$ cat src/lfia_pkg.sv
// shared types and codes for the lowest free id allocator
package lfia_pkg;

  // widest id the allocator supports (4096 ids)
  localparam int unsigned ID_MAX_W = 12;
  localparam int unsigned STATUS_W = 3;

  localparam logic OP_GET     = 1'b0;
  localparam logic OP_RECYCLE = 1'b1;

  localparam logic [STATUS_W-1:0] ST_OK        = 3'd0;
  localparam logic [STATUS_W-1:0] ST_EXHAUSTED = 3'd1;
  localparam logic [STATUS_W-1:0] ST_ABOVE     = 3'd2;
  localparam logic [STATUS_W-1:0] ST_FREE      = 3'd3;
  localparam logic [STATUS_W-1:0] ST_ZERO      = 3'd4;

  // request travelling down the cell row
  typedef struct packed {
    logic                valid;
    logic                op;
    logic                above;
    logic [ID_MAX_W-1:0] id;
    logic                found;
    logic                was_free;
    logic [ID_MAX_W-1:0] hit_id;
  } token_t;

endpackage

$ cat src/lfia_cell.sv
// one cell of the free map row: a slice of free bits and a token stage
module lfia_cell #(
  parameter int unsigned CellW   = 4,
  parameter int unsigned CellIdx = 0
) (
  input  logic              clk_i,
  input  logic              rst_ni,
  input  lfia_pkg::token_t  tok_i,
  output lfia_pkg::token_t  tok_o
);

  localparam int unsigned CellBits = 2 ** CellW;

  logic [CellBits-1:0] bits_q, bits_d;
  lfia_pkg::token_t    tok_q, tok_d;
  logic [CellW-1:0]    low_idx;
  logic [CellW-1:0]    loc_idx;
  logic                hit;

  // lowest set bit of this slice
  always_comb begin
    low_idx = '0;
    for (int i = CellBits - 1; i >= 0; i--) begin
      if (bits_q[i]) begin
        low_idx = CellW'(i);
      end
    end
  end

  assign loc_idx = tok_i.id[CellW-1:0];
  assign hit     = (tok_i.id >> CellW) == lfia_pkg::ID_MAX_W'(CellIdx);

  always_comb begin
    bits_d = bits_q;
    tok_d  = tok_i;
    if (tok_i.valid) begin
      unique case (tok_i.op)
        lfia_pkg::OP_GET: begin
          if (!tok_i.found && (|bits_q)) begin
            bits_d[low_idx] = 1'b0;
            tok_d.found     = 1'b1;
            tok_d.hit_id    = (lfia_pkg::ID_MAX_W'(CellIdx) << CellW)
                              | lfia_pkg::ID_MAX_W'(low_idx);
          end
        end
        lfia_pkg::OP_RECYCLE: begin
          if (hit && !tok_i.above) begin
            if (bits_q[loc_idx]) begin
              tok_d.was_free = 1'b1;
            end else if (tok_i.id != '0) begin
              bits_d[loc_idx] = 1'b1;
            end
          end
        end
        default: ;
      endcase
    end
  end

  always_ff @(posedge clk_i or negedge rst_ni) begin
    if (!rst_ni) begin
      bits_q <= '0;
      tok_q  <= '0;
    end else begin
      bits_q <= bits_d;
      tok_q  <= tok_d;
    end
  end

  assign tok_o = tok_q;

endmodule

$ cat src/lowest_free_id_allocator.sv
// lowest free id allocator: cell row holding the free map plus control
//
//   channel  direction  handshake                 payload
//   in       input      in_valid_i / in_stall_o    op_i, release_id_i
//   out      output     out_valid_o / out_stall_i  granted_id_o, status_o, high_water_o
//
// an item walks the row of 2**(IdW-CellW) cells, one cell a cycle (8 cells for 128 ids);
// the result then goes from pend_q at the row end into the output registers, and a new item
// is taken only once the previous result has left pend_q for the output registers
// reset clears the high-water counter and every free bit at once, no sweep
// an unread result keeps the next item parked at the row end, in_stall_o high, until taken
module lowest_free_id_allocator #(
  parameter int unsigned ID_SPACE = 128
) (
  input  logic                                 clk_i,
  input  logic                                 rst_ni,
  input  logic                                 in_valid_i,
  output logic                                 in_stall_o,
  input  logic                                 op_i,
  input  logic [$clog2(ID_SPACE)-1:0]          release_id_i,
  output logic                                 out_valid_o,
  input  logic                                 out_stall_i,
  output logic [$clog2(ID_SPACE)-1:0]          granted_id_o,
  output logic [lfia_pkg::STATUS_W-1:0]        status_o,
  output logic [$clog2(ID_SPACE)-1:0]          high_water_o
);

  localparam int unsigned IdW      = $clog2(ID_SPACE);
  localparam int unsigned CellW    = (IdW < 4) ? IdW : 4;
  localparam int unsigned NumCells = 2 ** (IdW - CellW);
  localparam logic [IdW-1:0] IdLast = IdW'(ID_SPACE - 1);

  lfia_pkg::token_t chain [NumCells+1];
  lfia_pkg::token_t inj_q, inj_d;
  lfia_pkg::token_t pend_q, pend_d;

  logic                          busy_q, busy_d;
  logic [IdW-1:0]                issued_q, issued_d;
  logic                          out_valid_q, out_valid_d;
  logic [IdW-1:0]                granted_q, granted_d;
  logic [lfia_pkg::STATUS_W-1:0] status_q, status_d;
  logic                          accept;
  logic                          finish;
  logic [NumCells:0]             tok_vld;

  assign accept = in_valid_i && !busy_q;
  assign finish = pend_q.valid && (!out_valid_q || !out_stall_i);

  always_comb begin
    inj_d          = '0;
    inj_d.valid    = accept;
    inj_d.op       = op_i;
    inj_d.id       = lfia_pkg::ID_MAX_W'(release_id_i);
    inj_d.above    = release_id_i > issued_q;
  end

  assign chain[0] = inj_q;

  for (genvar k = 0; k < NumCells; k++) begin : g_cell
    lfia_cell #(
      .CellW   (CellW),
      .CellIdx (k)
    ) u_cell (
      .clk_i  (clk_i),
      .rst_ni (rst_ni),
      .tok_i  (chain[k]),
      .tok_o  (chain[k+1])
    );
  end

  // catch the token leaving the row; it waits here for the output slot
  always_comb begin
    pend_d = pend_q;
    if (chain[NumCells].valid) begin
      pend_d = chain[NumCells];
    end else if (finish) begin
      pend_d.valid = 1'b0;
    end
  end

  always_comb begin
    busy_d      = busy_q;
    issued_d    = issued_q;
    out_valid_d = out_valid_q && out_stall_i;
    granted_d   = granted_q;
    status_d    = status_q;
    if (accept) begin
      busy_d = 1'b1;
    end
    if (finish) begin
      busy_d      = 1'b0;
      out_valid_d = 1'b1;
      granted_d   = '0;
      status_d    = lfia_pkg::ST_OK;
      if (pend_q.op == lfia_pkg::OP_GET) begin
        priority if (pend_q.found) begin
          granted_d = IdW'(pend_q.hit_id);
        end else if (issued_q >= IdLast) begin
          status_d = lfia_pkg::ST_EXHAUSTED;
        end else begin
          issued_d  = issued_q + 1'b1;
          granted_d = issued_q + 1'b1;
        end
      end else begin
        priority if (pend_q.above) begin
          status_d = lfia_pkg::ST_ABOVE;
        end else if (pend_q.was_free) begin
          status_d = lfia_pkg::ST_FREE;
        end else if (pend_q.id == '0) begin
          status_d = lfia_pkg::ST_ZERO;
        end else begin
          status_d = lfia_pkg::ST_OK;
        end
      end
    end
  end

  always_ff @(posedge clk_i or negedge rst_ni) begin
    if (!rst_ni) begin
      busy_q      <= 1'b0;
      issued_q    <= '0;
      out_valid_q <= 1'b0;
      inj_q       <= '0;
      pend_q      <= '0;
    end else begin
      busy_q      <= busy_d;
      issued_q    <= issued_d;
      out_valid_q <= out_valid_d;
      inj_q       <= inj_d;
      pend_q      <= pend_d;
    end
  end

  always_ff @(posedge clk_i) begin
    granted_q <= granted_d;
    status_q  <= status_d;
  end

  assign in_stall_o   = busy_q;
  assign out_valid_o  = out_valid_q;
  assign granted_id_o = granted_q;
  assign status_o     = status_q;
  assign high_water_o = issued_q;

  always_comb begin
    for (int k = 0; k <= NumCells; k++) begin
      tok_vld[k] = chain[k].valid;
    end
  end

`ifndef NO_ASSERTIONS
  a_one_token: assert property (@(posedge clk_i) disable iff (!rst_ni)
    $onehot0({tok_vld, pend_q.valid}))
    else $error("more than one item in flight");

  a_hw_monotonic: assert property (@(posedge clk_i) disable iff (!rst_ni)
    1'b1 |=> issued_q >= $past(issued_q))
    else $error("high-water counter went down");

  a_exhausted_full: assert property (@(posedge clk_i) disable iff (!rst_ni)
    out_valid_o && status_o == lfia_pkg::ST_EXHAUSTED |-> high_water_o == IdLast)
    else $error("exhausted reported below the top of the id space");

  a_grant_bound: assert property (@(posedge clk_i) disable iff (!rst_ni)
    out_valid_o |-> granted_id_o <= high_water_o)
    else $error("granted id above high-water mark");
`endif

endmodule

$ cat config.mk
export PLATFORM = sky130hd
export DESIGN_NAME = lowest_free_id_allocator
export DESIGN_NICKNAME = d
export VERILOG_FILES = /design/src/lfia_pkg.sv /design/src/lfia_cell.sv /design/src/lowest_free_id_allocator.sv
export SDC_FILE = /design/constraint.sdc
export NUM_CORES = 1
export LEC_CHECK = 0
export BUFFER_PORTS_ARGS = -buffer_cell sky130_fd_sc_hd__buf_4
export CORE_UTILIZATION = 45
export DETAILED_ROUTE_END_ITERATION = 12
export HOLD_SLACK_MARGIN = 0.06
export PLACE_DENSITY = 0.64
export SYNTH_ARGS = -nofsm -noshare
export SYNTH_HDL_FRONTEND = slang
export SYNTH_SLANG_ARGS = --single-unit
$ cat constraint.sdc
create_clock -name clk_i -period 2.3 [get_ports clk_i]
set_input_delay 0.345 -clock clk_i [delete_from_list [all_inputs] [get_ports clk_i]]
set_output_delay 0.345 -clock clk_i [all_outputs]
set_load 0.05 [all_outputs]
Word-level counts from Yosys, hierarchy flattened. Index checks and enable logic that the tools add are counted.

Memory bits (read-only): 0. Bits in latches: 0. Flip-flop bits (word level): 363. Input port bits: 12. Output and inout bits: 19. RAM bits: 0. Memories: 0.

Shifts and indexed selects: 0. Multiply operators: 0. Divide/modulo/power cells: 0. Magnitude comparators: 34. Eq/ne operators: 39. Reductions and logical operators: 82. Muxes and demuxes: 293. $add $sub $neg: 1. Bitwise logic cells: 35.

Operators by type and width (count): two-way mux 4 bit (130); two-way mux 16 bit (32); case mux 16 bit (2 select lines) (8); two-way mux 12 bit (14); bitwise AND 16 bit (8); inverter 16 bit (8); OR 16 bit (8); OR reduction 16 bit (8); two-way mux 14 bit (8); nonzero test 12 bit (8); < comparator 4 x 5 -> 1 bit, second input constant (16); two-way mux 1 bit (71); demux 1 bit (select 4 bit) (16); greater-or-equal comparator 4 x 1 -> 1 bit, second input constant (16); != test 2 x 1 -> 1 bit, second input constant (24); AND reduction 5 bit (8); logical AND 1 bit (34); binary-select mux 1 bit (select 4 bit) (8); zero test 12 bit (2); zero test 1 bit (18); != test 2 bit, second input constant (8); two-way mux 7 bit (2); equality test 3 bit, second input constant (4); two-way mux 3 bit (4); other kinds (9) (21).

Depth between registers and ports, before layout. Gate-level depths: netlist of run 1.

Word-level depth: 24. Depth in mapped cells: 8. Mapped depth without buffers: 7.

Hierarchy. From an unflattened synthesis of run 1, not the netlist that was laid out.

Cell total of the unflattened synthesis: 1597. Area total of the unflattened synthesis: 18681.7 µm².

By module, submodules not included: lowest_free_id_allocator (cells an instance 181, sequential area each 1376.3 µm², times used 1, area each 2322.2 µm²); lfia_cell (g_cell[1].u_cell) (cells an instance 177, sequential area each 1126.1 µm², times used 1, area each 2142.1 µm²); lfia_cell (g_cell[5].u_cell) (cells an instance 196, sequential area each 1126.1 µm², times used 1, area each 2133.3 µm²); lfia_cell (g_cell[0].u_cell) (cells an instance 185, sequential area each 1126.1 µm², times used 1, area each 2078.2 µm²); lfia_cell (g_cell[4].u_cell) (cells an instance 167, sequential area each 1126.1 µm², times used 1, area each 2034.5 µm²); lfia_cell (g_cell[2].u_cell) (cells an instance 170, sequential area each 1126.1 µm², times used 1, area each 2016.9 µm²); lfia_cell (g_cell[6].u_cell) (cells an instance 174, sequential area each 1126.1 µm², times used 1, area each 2016.9 µm²); lfia_cell (g_cell[7].u_cell) (cells an instance 176, sequential area each 1126.1 µm², times used 1, area each 1975.6 µm²); lfia_cell (g_cell[3].u_cell) (cells an instance 171, sequential area each 1126.1 µm², times used 1, area each 1961.9 µm²).

Worst setup path after synthesis of run 1. OpenSTA, ideal clock, no wires.

Kind: register to register. Start: register inj_q, in the netlist chain[246]. End: register g_cell[0].u_cell.bits_q[0]. Setup time: 0.149 ns. Setup slack: -0.124 ns. Stages on the path, launching flop included: 8. Buffers on the path: 1. Arrival time: 2.275 ns. Cell sequence: dfrtp_1 -> buf_1 -> mux4_2 -> nand2b_1 -> a21o_1 -> and3_1 -> nor4bb_1 -> a21boi_0.

Cells in the longest elaborated chain, start to end: 9. Elaborated cells between the ends (all ways): 16.

RTL lines: from (decl) (RTL line lowest_free_id_allocator.sv:34) `lfia_pkg::token_t inj_q, inj_d;`; from (signal assigned) (RTL line lowest_free_id_allocator.sv:129) `inj_q <= inj_d;`; < comparator 4 x 5 -> 1 bit (not written as such) / greater-or-equal comparator 4 x 1 -> 1 bit (equally long branches) (RTL line lfia_cell.sv:51) `bits_d[loc_idx] = 1'b1;`; logical AND 1 bit (not written as such) (RTL line lfia_cell.sv:51); two-way mux 1 bit (not written as such) (RTL line lfia_cell.sv:51); demux 1 bit (select 4 bit); OR 16 bit (no source line); two-way mux 16 bit (RTL line lfia_cell.sv:50) `end else if (tok_i.id != '0) begin`; two-way mux 16 bit (RTL line lfia_cell.sv:48) `if (bits_q[loc_idx]) begin`; two-way mux 16 bit (RTL line lfia_cell.sv:47) `if (hit && !tok_i.above) begin`; case mux 16 bit (2 select lines) (RTL line lfia_cell.sv:37) `unique case (tok_i.op)`; to (signal assigned) (RTL line lfia_cell.sv:65) `bits_q <= bits_d;`; to (decl) (RTL line lfia_cell.sv:14) `logic [CellBits-1:0] bits_q, bits_d;`.

Parallel ways exist; a longest one is shown, timed or not. The select of a mux whose other input is x is not followed. A chain may end at the register's enable or synchronous reset.

Worst setup path in the final report of run 1.
Start: register g_cell[7].u_cell.bits_q[15]. End: register g_cell[7].u_cell.bits_q[12].

Cells in the longest elaborated chain, start to end: 24. Elaborated cells between the ends (all ways): 32.

RTL lines: from (decl) (RTL line lfia_cell.sv:14); from (signal assigned) (RTL line lfia_cell.sv:65); two-way mux 4 bit (16 in series) (RTL line lfia_cell.sv:24) `if (bits_q[i]) begin`; < comparator 4 x 5 -> 1 bit (not written as such) / greater-or-equal comparator 4 x 1 -> 1 bit (equally long branches) (RTL line lfia_cell.sv:40) `bits_d[low_idx] = 1'b0;`; logical AND 1 bit (not written as such) (RTL line lfia_cell.sv:40); two-way mux 1 bit (not written as such) (RTL line lfia_cell.sv:40); demux 1 bit (select 4 bit); inverter 16 bit (no source line); bitwise AND 16 bit (no source line); two-way mux 16 bit (RTL line lfia_cell.sv:39) `if (!tok_i.found && (|bits_q)) begin`; case mux 16 bit (2 select lines) (RTL line lfia_cell.sv:37).

Parallel ways exist; a longest one is shown, timed or not. The select of a mux whose other input is x is not followed.

==> results of run 1 <==
[layout make-up]
type | count | share of cell area [%]
Clock buffer | 46 | 5.54
Clock inverter | 20 | 1.31
Inverter | 68 | 1.40
Multi-Input combinational cell | 924 | 35.2
Sequential cell | 321 | 44.4
Tap cell | 435 | 2.99
Timing Repair Buffer | 209 | 9.12
[cells in the final DEF, fill, tap and decap left out, types with 35 or more instances in the layout]
| cell type | instances |
|---|---|
| buf_4 | 191 |
| a21oi_1 | 192 |
| mux4_2 | 35 |
| dfrtp_1 | 304 |
| inv_1 | 68 |
| a31oi_1 | 47 |
| clkbuf_16 | 37 |
| nand2_1 | 53 |
| nor2_1 | 113 |
| nor3_1 | 37 |
[per-stage QoR]
stage | total power, mW | setup WS [ns] | std cells | cell area [sq um] | TNS (ns)
5_1_grt | 14.3 | -0.108 | 2023 | 18200 | -0.674
3_3_place_gp | 7.77 | -0.0197 | 1944 | 16600 | -0.0197
3_5_place_dp | 7.79 | -0.0920 | 1944 | 16600 | -0.482
4_1_cts | 13.8 | -0.0357 | 2021 | 18000 | -0.0977
6_report | 13.7 | -0.0188 | 2023 | 18200 | -0.0188
2_1_floorplan | 7.14 | 0.00111 | 1344 | 14700 | 0
[logic make-up (layout without fill, tap and decap cells)]
family                     after synthesis  in the layout  synth area share (%)
DFF                                    321            321                  54.9
muxes                                   69             69                  8.04
and+or+nand+nor                        425            425                  15.6
buffers and inverters                   99            343                  2.64
adders and majority gates                8              8                 0.680
xor gates and xnor gates                10             10                 0.595
AOI/OAI and AO/OA                      412            412                  17.5
[per-layer routing]
| layer | track usage (%) | wire length, um | up-vias |
|---|---|---|---|
| li1 | - | - | 5435 |
| met1 | 32.1 | 16400 | 5796 |
| met2 | 36.9 | 17600 | 467 |
| met3 | 3.59 | 2150 | 85 |
| met4 | 6.07 | 877 | 0 |
| met5 | 0 | 0 | - |
[cell usage after synthesis, drive strengths merged, types with 10 or more instances]
cell,instances,area (sq um)
or2,12,75.1
a31oi,49,307
inv,68,255
o31ai,16,120
nand3,22,110
mux4,35,803
o21ai,33,165
nor3,38,190
edfxtp,10,300
and2,11,68.8
nor4,34,213
nand2b,23,144
nand2,53,199
nor2,121,462
nor3b,16,120
and3,10,62.6
a21oi,195,976
clkbuf,24,90.1
dfrtp,311,7780
or4,18,135
nor2b,30,190
mux2,31,349
a21o,16,120
o21bai,12,93.8
[power by group through the flow]
stage	registers (mW)	logic, mW	clock network [mW]
6_report	6.20	1.54	5.97
5_1_grt	6.24	1.70	6.36
4_1_cts	6.20	1.52	6.11
3_5_place_dp	6.30	1.49	0
3_3_place_gp	6.29	1.48	0
2_1_floorplan	6.38	0.765	0
[worst paths after layout]
check                                                   startpoint                                       to  slack (ns)  cells after the start
min in group asynchronous                                   rst_ni   g_cell[5].u_cell.bits_q[7]$_DFFE_PN0P_        0.37                      2
max reg2reg                g_cell[7].u_cell.bits_q[15]$_DFFE_PN0P_  g_cell[7].u_cell.bits_q[12]$_DFFE_PN0P_       -0.02                      6
min                           g_cell[1].u_cell.tok_o[26]$_DFF_PN0_     g_cell[2].u_cell.tok_o[26]$_DFF_PN0_        0.36                      0
max                        g_cell[7].u_cell.bits_q[15]$_DFFE_PN0P_  g_cell[7].u_cell.bits_q[12]$_DFFE_PN0P_       -0.02                      6
max in group asynchronous                                   rst_ni  g_cell[1].u_cell.bits_q[11]$_DFFE_PN0P_        1.22                      3
min reg2reg                   g_cell[1].u_cell.tok_o[26]$_DFF_PN0_     g_cell[2].u_cell.tok_o[26]$_DFF_PN0_        0.36                      0
[what timing repair did]
| action | 4_1_cts | 5_1_grt |
|---|---|---|
| endpoints found under the hold margin | 63 | 0 |
| cloned | 0 | 0 |
| hold buffers | 11 | 0 |
| setup endpoints to repair | 22 | 79 |
| pin swaps | 1 | 16 |
| buffers inserted | 0 | 2 |
| resized for setup | 3 | 50 |
[critical path, cell delays in order (launching register included)]
cell and delay (ns):
dfrtp_1 0.44, mux4_2 0.50, mux4_2 0.53, nor2_4 0.11, or3b_4 0.42, o21bai_2 0.12
o31a_1 0.14
[flip-flops by register name, indices dropped and copies added, names as in the netlist]
signal	count
granted_id_o	7
high_water_o	7
status_o	3
pend_q	19
g_cell.u_cell.tok_o	145
chain	10
out_valid_o	1
in_stall_o	1
g_cell.u_cell.bits_q	128
==> results_dict.tcl, run 1 <==
set metrics [dict create \
    cts.sinks 321 \
    path_clk_slew_ns 0.06 \
    critical_path_peak_fanout 5 \
    yosys_register_bits 321 \
    wl_per_cell_um 18.3 \
    grt_overflow 0 \
    nets 1580 \
    routed_wl_um 37000 \
    gp_congestion 0.947 \
    firstDrtPassIters 5 \
    worstSetupEndpointType "register" \
    insertedDiodeCount 0 \
    hold_viol 0 \
    viasPerCell 5.82 \
    start_util_pct 46.1 \
    slew_headroom_pct 46.3 \
    synthCells 1344 \
    die_h_um 183 \
    num_rows 65 \
    violations "setup timing" \
    ys.flop_type "dfrtp_1" \
    synth_nets 1364 \
    clock_power_share_pct 43.5 \
    cts_tree "yes" \
    p_sw_share_pct 25.7 \
    cellPowerDensity_nw_per_um2 753 \
    track_usage_pct 22.8 \
    antenna_found_initial 0 \
    finalCritPeriodShare_pct 101 \
    htree_levels 2 \
    finish.utilization_pct 57.1 \
    hp-class "reg2reg" \
    whs_ns 0.364 \
    ir_drop_v 0.000577 \
    final-setup-viol-count 1 \
    area_delta_synth_final_pct 23.8 \
    core_sq_um 31900 \
    worstMarginPinSlew_ns 0.806 \
    detail_route.iter0.violations 993 \
    p_switching_mw 3.53 \
    finClkSkew_ns 0.0161 \
    ys_seq_area_share_pct 54.9 \
    p_int_mw 10.2 \
    slew_violations 0 \
    dieWidth_um 183 \
    period_needed_ns 2.32 \
    maxCapViolCount 0 \
    ioPinCount 31 \
    ant_nets 0 \
    avgSynthCellArea_sq_um 10.9 \
    io_buffers 30 \
    max_freq_ghz 0.431 \
    critPathLaunchType "register" \
    cts_buffers 36 \
    fillers 2733 \
    grt_pass1_wl_um 61300 \
    async_flop_share_pct 96.9 \
    finalWorstSetupSlack_ns -0.0188 \
    p_seq_share_pct 45.2 \
    ys_warn_count 0 \
    cts_max_path_buffers 3 \
    arrival_ns 2.78 \
    route.detailed.drc 0 \
    crit_type "reg2reg" \
    first_global_vias 11700 \
    die_area_sq_um 33400 \
    synth_area_sq_um 14700 \
    clkLatencyLatePin_ns 0.52 \
    synth_cell_types 78 \
    cts-root-buf "clkbuf_16" \
    power_frac_comb_pct 11.2 \
    vias 11800 \
    synth_edf_count 10 \
    drive_gt1_share_pct 25.1 \
    required_ns 2.76 \
    rsz0062_at_grt "yes" \
    grt_max_degree 62 \
    multiInputGateArea_sq_um 6420 \
    p_leak_nw 8.40 \
    regArea_sq_um 8090 \
    dpl.hpwl_um 26400 \
    status "finished, violations left" \
]
Power figures use the tool's default switching activity.
==> run 2, diff against run 1 <==
--- a/config.mk
+++ b/config.mk
@@ -12,4 +12,5 @@
 export PLACE_DENSITY = 0.64
 export SYNTH_ARGS = -nofsm -noshare
 export SYNTH_HDL_FRONTEND = slang
+export SYNTH_HIERARCHICAL = 1
 export SYNTH_SLANG_ARGS = --single-unit
==> run 2 against run 1 <==
Effect of this change: the flow now finishes without violations; combinational power decreased by 12%; die area increased by 18%; first-iteration DRC count decreased by 9.2%; clock power increased by 10%; final cell count increased by 8.1%; total power increased by 11%; routed wire length increased by 10%; setup slack improved by 0.067 ns; clock skew increased by 0.0018 ns; synthesized cell count increased by 13%; non-clock buffer count decreased by 88.
==> results_dict.tcl, run 2 <==
set metrics [dict create \
    hold_viol 0 \
    final-setup-viol-count 0 \
    met1_length_um 18000 \
    core_sq_um 37800 \
    wl_per_cell_um 18.7 \
    crit_type "reg2reg" \
    grt_pass1_wl_um 67300 \
    cts_max_path_buffers 3 \
    max_freq_ghz 0.444 \
    clkLatencyLatePin_ns 0.55 \
    p_sw_share_pct 24.6 \
    rsz0062_at_grt "yes" \
    cts_buffers 40 \
    multiInputGateArea_sq_um 7630 \
    whs_ns 0.282 \
    dpl.hpwl_um 28700 \
    drive_gt1_share_pct 20.6 \
    first_global_vias 12800 \
    start_util_pct 46.0 \
    gp_congestion 0.919 \
    insertedDiodeCount 0 \
    area_delta_synth_final_pct 16.4 \
    fin_area_sq_um 20300 \
    die_area_sq_um 39500 \
    num_rows 71 \
    ys_warn_count 6 \
    rr_startpoint "chain[247]$_DFF_PN0_" \
    firstDrtPassIters 5 \
    worstMarginPinSlew_ns 0.939 \
    status "complete, no violations" \
    numPlacedInstances 2101 \
    antenna_found_initial 0 \
    cts-root-buf "clkbuf_16" \
    p_switching_mw 3.76 \
    power_frac_comb_pct 8.9 \
    route.met3.wl_um 2100 \
    hp-class "in2async" \
    io_buffers 30 \
    layout.cells.non_filler 2186 \
    cts.sinks 373 \
    synthCells 1517 \
    clock_power_share_pct 43.1 \
    maxUsedRoutingLayer "met4" \
    critical_path_peak_fanout 8 \
    placed_area_sq_um 18700 \
    ir_drop_v 0.000496 \
    path_clk_slew_ns 0.06 \
    place_ws_ns 0.0448 \
    routed_wl_um 40800 \
    regArea_sq_um 9390 \
    worstSetupEndpointType "register" \
    crit_path_start "chain[247]$_DFF_PN0_" \
    viasPerCell 5.92 \
    cellPowerDensity_nw_per_um2 752 \
    synth_area_sq_um 17400 \
    finClkSkew_ns 0.0179 \
    ioPinCount 31 \
    vias 12900 \
    arrival_ns 2.67 \
    avgSynthCellArea_sq_um 11.5 \
    ant_nets 0 \
    fillers 3296 \
    required_ns 2.72 \
    wl_met2_um 19700 \
    p_seq_share_pct 48.1 \
    layout_commonest_cell "dfrtp_1" \
    finalCritPeriodShare_pct 97.9 \
    grt_max_degree 79 \
    cts_tree "yes" \
    detail_route.iter0.violations 902 \
    nets 1665 \
    grt_overflow 0 \
    largest_reg_flops 192 \
    route.detailed.drc 0 \
    maxCapViolCount 0 \
    slew_headroom_pct 37.1 \
    p_int_mw 11.5 \
    period_needed_ns 2.25 \
    die_h_um 199 \
    critPathLaunchType "register" \
    slew_violations 0 \
    finalWorstSetupSlack_ns 0.0483 \
    finish.utilization_pct 53.6 \
    htree_levels 2 \
    p_leak_nw 8.88 \
    layout_common_cells "dfrtp_1, a21oi_1, nor2_1" \
    dieWidth_um 199 \
    track_usage_pct 21.3 \
]
==> run 2: changes by cell type in the layout (fill, tap and decap cells not counted), moves of 15 or more <==
cell	delta
a31oi_1	+20
nand2_1	+28
a21oi_1	-30
buf_4	-91
conb_1	+22
mux2i_1	+15
dfrtp_1	+57
==> run 2: area by class of cell <==
| type | count | share of cell area (%) |
|---|---|---|
| inverters | 61 | 1.13 |
| well taps | 511 | 3.15 |
| flip-flops and latches | 373 | 46.3 |
| clock inverters | 18 | 1.07 |
| multi-input cells | 1048 | 37.6 |
| repair buffers | 121 | 5.12 |
| clock buffers | 54 | 5.69 |
==> run 2: final timing paths <==
check | to | slack [ns] | cells after the start
setup reg to reg | g_cell[0].u_cell/bits_q[3]$_DFFE_PN0P_ | 0.05 | 7
hold / removal | g_cell[5].u_cell/bits_q[10]$_DFFE_PN0P_ | 0.28 | 2
hold reg to reg | g_cell[1].u_cell/tok_o[25]$_DFF_PN0_ | 0.36 | 0
max in group asynchronous | g_cell[2].u_cell/bits_q[15]$_DFFE_PN0P_ | 1.28 | 3
min in group clk_i | g_cell[1].u_cell/tok_o[25]$_DFF_PN0_ | 0.36 | 0
setup / recovery | g_cell[0].u_cell/bits_q[3]$_DFFE_PN0P_ | 0.05 | 7
==> run 2: what timing repair did <==
action	in CTS	in global routing
gates resized for setup	0	23
buffers inserted	0	2
hold buffers	11	0
hold endpoints to repair	94	0
setup endpoints to repair	0	24
==> run 2: power by group through the flow <==
stage,combinational (mW),sequential [mW],clock [mW]
floorplan,0.738,7.48,0
global route,1.50,7.39,7.00
finish,1.36,7.34,6.57
global placement,1.32,7.44,0
CTS,1.37,7.34,6.75
detailed placement,1.34,7.45,0
==> run 2: through the flow <==
step                setup TNS [ns]  total power [mW]
floorplan                        0              8.22
global placement                 0              8.76
detailed placement               0              8.79
CTS                              0              15.5
global route                -0.182              15.9
finish                           0              15.3
==> run 2: critical path: stages, from the launching register on <==
cell and delay, ns:
dfrtp_1 0.43, buf_12 0.16, mux2i_1 0.10, mux4_2 0.49
nor2_1 0.16, a21o_1 0.21, o211ai_1 0.22, o32a_2 0.37
==> run 2: metal layers <==
metal / vias to the layer above / GRT usage, %
met4: 0 / 7.44
met3: 89 / 2.80
li1: 5948 / -
met2: 440 / 34.8
met5: - / 0
met1: 6461 / 29.2
==> run 3, diff against run 2 <==
==> constraint.sdc (replaced) <==
create_clock -name clk_i -period 1.82 [get_ports clk_i]
set_input_delay 0.273 -clock clk_i [delete_from_list [all_inputs] [get_ports clk_i]]
set_output_delay 0.273 -clock clk_i [all_outputs]
set_load 0.05 [all_outputs]
==> run 3 against run 2 <==
Effect of this change: the run now ends with setup timing left; combinational power grew 49%; final cell count grew 12%; cell area grew 16%; sequential cell count is the same; worst hold slack lost 0.028 ns; sequential share of layout area shrank 6.3 points; via count grew 7.6%; die area is the same; sequential power grew 26%; critical path depth grew 1; highest routed layer unchanged.
==> results_dict.tcl, run 3 (synthesis results as in run 2) <==
set metrics [dict create \
    layout_commonest_cell "dfrtp_1" \
    p_leak_nw 10.3 \
    vias 13900 \
    firstDrtPassIters 5 \
    finish.utilization_pct 62.2 \
    die_area_sq_um 39500 \
    rsz0062_at_grt "yes" \
    cellPowerDensity_nw_per_um2 828 \
    cts_max_path_buffers 3 \
    insertedDiodeCount 0 \
    start_util_pct 46.0 \
    gp_congestion 0.927 \
    io_buffers 30 \
    first_global_vias 14100 \
    largest_reg_flops 192 \
    cts.sinks 373 \
    track_usage_pct 23.1 \
    maxCapViolCount 0 \
    grt_overflow 0 \
    layout_common_cells "dfrtp_1, buf_4, a21oi_1" \
    wl_per_cell_um 18.6 \
    route.detailed.drc 0 \
    hp-class "in2async" \
    period_needed_ns 2.27 \
    die_h_um 199 \
    violations "setup timing" \
    ant_nets 0 \
    worstMarginPinSlew_ns 0.702 \
    required_ns 2.24 \
    finalWorstSetupSlack_ns -0.449 \
    p_total_mw 19.5 \
    cts-root-buf "clkbuf_16" \
    hold_viol 0 \
    worstSetupEndpointType "register" \
    critPathLaunchType "register" \
    grt_max_degree 48 \
    drive_gt1_share_pct 41.7 \
    whs_ns 0.253 \
    finClkSkew_ns 0.0256 \
    htree_levels 2 \
    viasPerCell 5.68 \
    critical_path_peak_fanout 5 \
    crit_type "reg2reg" \
    routed_wl_um 45600 \
    nets 1928 \
    ioPinCount 31 \
    core_sq_um 37800 \
    cts_tree "yes" \
    grt_pass1_wl_um 73100 \
    tns_ns -13.18 \
    num_rows 71 \
    path_clk_slew_ns 0.06 \
    path_cells "buf_6 -> mux2_4 -> a2bb2oi_4 -> a32oi_4 -> nand4_1 -> buf_4 -> o41ai_2 -> o21ai_1" \
    area_delta_synth_final_pct 35.1 \
    clkLatencyLatePin_ns 0.54 \
    max_freq_ghz 0.441 \
    slew_headroom_pct 52.8 \
    cpPeakStageDelay_ns 0.44 \
    ir_drop_v 0.000822 \
    final-setup-viol-count 70 \
    detail_route.iter0.violations 872 \
    fillers 2939 \
    finalCritPeriodShare_pct 125 \
    slowest_stage "dfrtp_2" \
    arrival_ns 2.69 \
    slew_violations 0 \
    antenna_found_initial 0 \
    dpl.hpwl_um 31500 \
    dieWidth_um 199 \
    cts_buffers 39 \
    status "finished, violations left" \
]
-- run 3: metrics by stage --
stage,cells,cell area (sq um),setup WS [ns]
finish,2448,23500,-0.449
floorplan,1538,17600,-0.288
global route,2448,23500,-0.567
global placement,2323,20500,-0.431
detailed placement,2323,20500,-0.468
CTS,2421,22600,-0.308
-- run 3: path summary, 6_finish.rpt --
path                       slack [ns]                                      end                                   start  cells past startpoint
setup / recovery                -0.45   g_cell[5].u_cell/bits_q[5]$_DFFE_PN0P_  g_cell[5].u_cell/bits_q[9]$_DFFE_PN0P_                      8
hold / removal                   0.25   g_cell[5].u_cell/bits_q[7]$_DFFE_PN0P_                                  rst_ni                      2
setup reg to reg                -0.45   g_cell[5].u_cell/bits_q[5]$_DFFE_PN0P_  g_cell[5].u_cell/bits_q[9]$_DFFE_PN0P_                      8
hold reg to reg                  0.35     g_cell[3].u_cell/tok_o[19]$_DFF_PN0_    g_cell[2].u_cell/tok_o[19]$_DFF_PN0_                      0
max in group asynchronous        0.85  g_cell[3].u_cell/bits_q[13]$_DFFE_PN0P_                                  rst_ni                      3
min in group clk_i               0.35     g_cell[3].u_cell/tok_o[19]$_DFF_PN0_    g_cell[2].u_cell/tok_o[19]$_DFF_PN0_                      0
-- run 3: final cells by class --
cell class | count | area [sq um] | area share, %
Clock buffer | 53 | 1120 | 4.76
Clock inverter | 17 | 211 | 0.898
Sequential cell | 373 | 9420 | 40.0
Tap cell | 511 | 639 | 2.72
Timing Repair Buffer | 385 | 3150 | 13.4
Inverter | 61 | 231 | 0.983
Multi-Input combinational cell | 1048 | 8770 | 37.3
-- run 3: layer usage --
| layer | part of all wire [%] | track usage [%] | vias up |
|---|---|---|---|
| met5 | 0 | 0 | - |
| met4 | 2.5 | 6.89 | 0 |
| met3 | 4.6 | 3.00 | 95 |
| met2 | 51 | 39.6 | 393 |
| met1 | 42 | 30.7 | 6968 |
| li1 | - | - | 6459 |
-- run 3: power breakdown --
| part | total [mW] | internal (mW) | switching [mW] | leakage [nW] |
|---|---|---|---|---|
| clock network | 8.19 | 4.90 | 3.29 | 0.650 |
| registers | 9.27 | 8.88 | 0.394 | 4.61 |
| logic | 2.03 | 0.914 | 1.11 | 5.08 |
| total | 19.5 | 14.7 | 4.80 | 10.3 |
-- run 3: what timing repair did --
| item | in CTS | in global routing |
|---|---|---|
| endpoints found under the hold margin | 115 | 0 |
| hold buffers | 11 | 0 |
| pin swaps | 48 | 58 |
| resized for setup | 121 | 174 |
| endpoints found under the setup margin | 119 | 157 |
| cloned | 0 | 0 |
| buffers inserted | 19 | 30 |
-- run 3: critical path: cells and delay by family (launching register included) --
kind,cells,cell delay (ns)
AO/OA/AOI/OAI,4,0.84
flip-flops,1,0.44
buffers and inverters,2,0.35
multiplexers,1,0.28
AND/OR/NAND/NOR,1,0.24
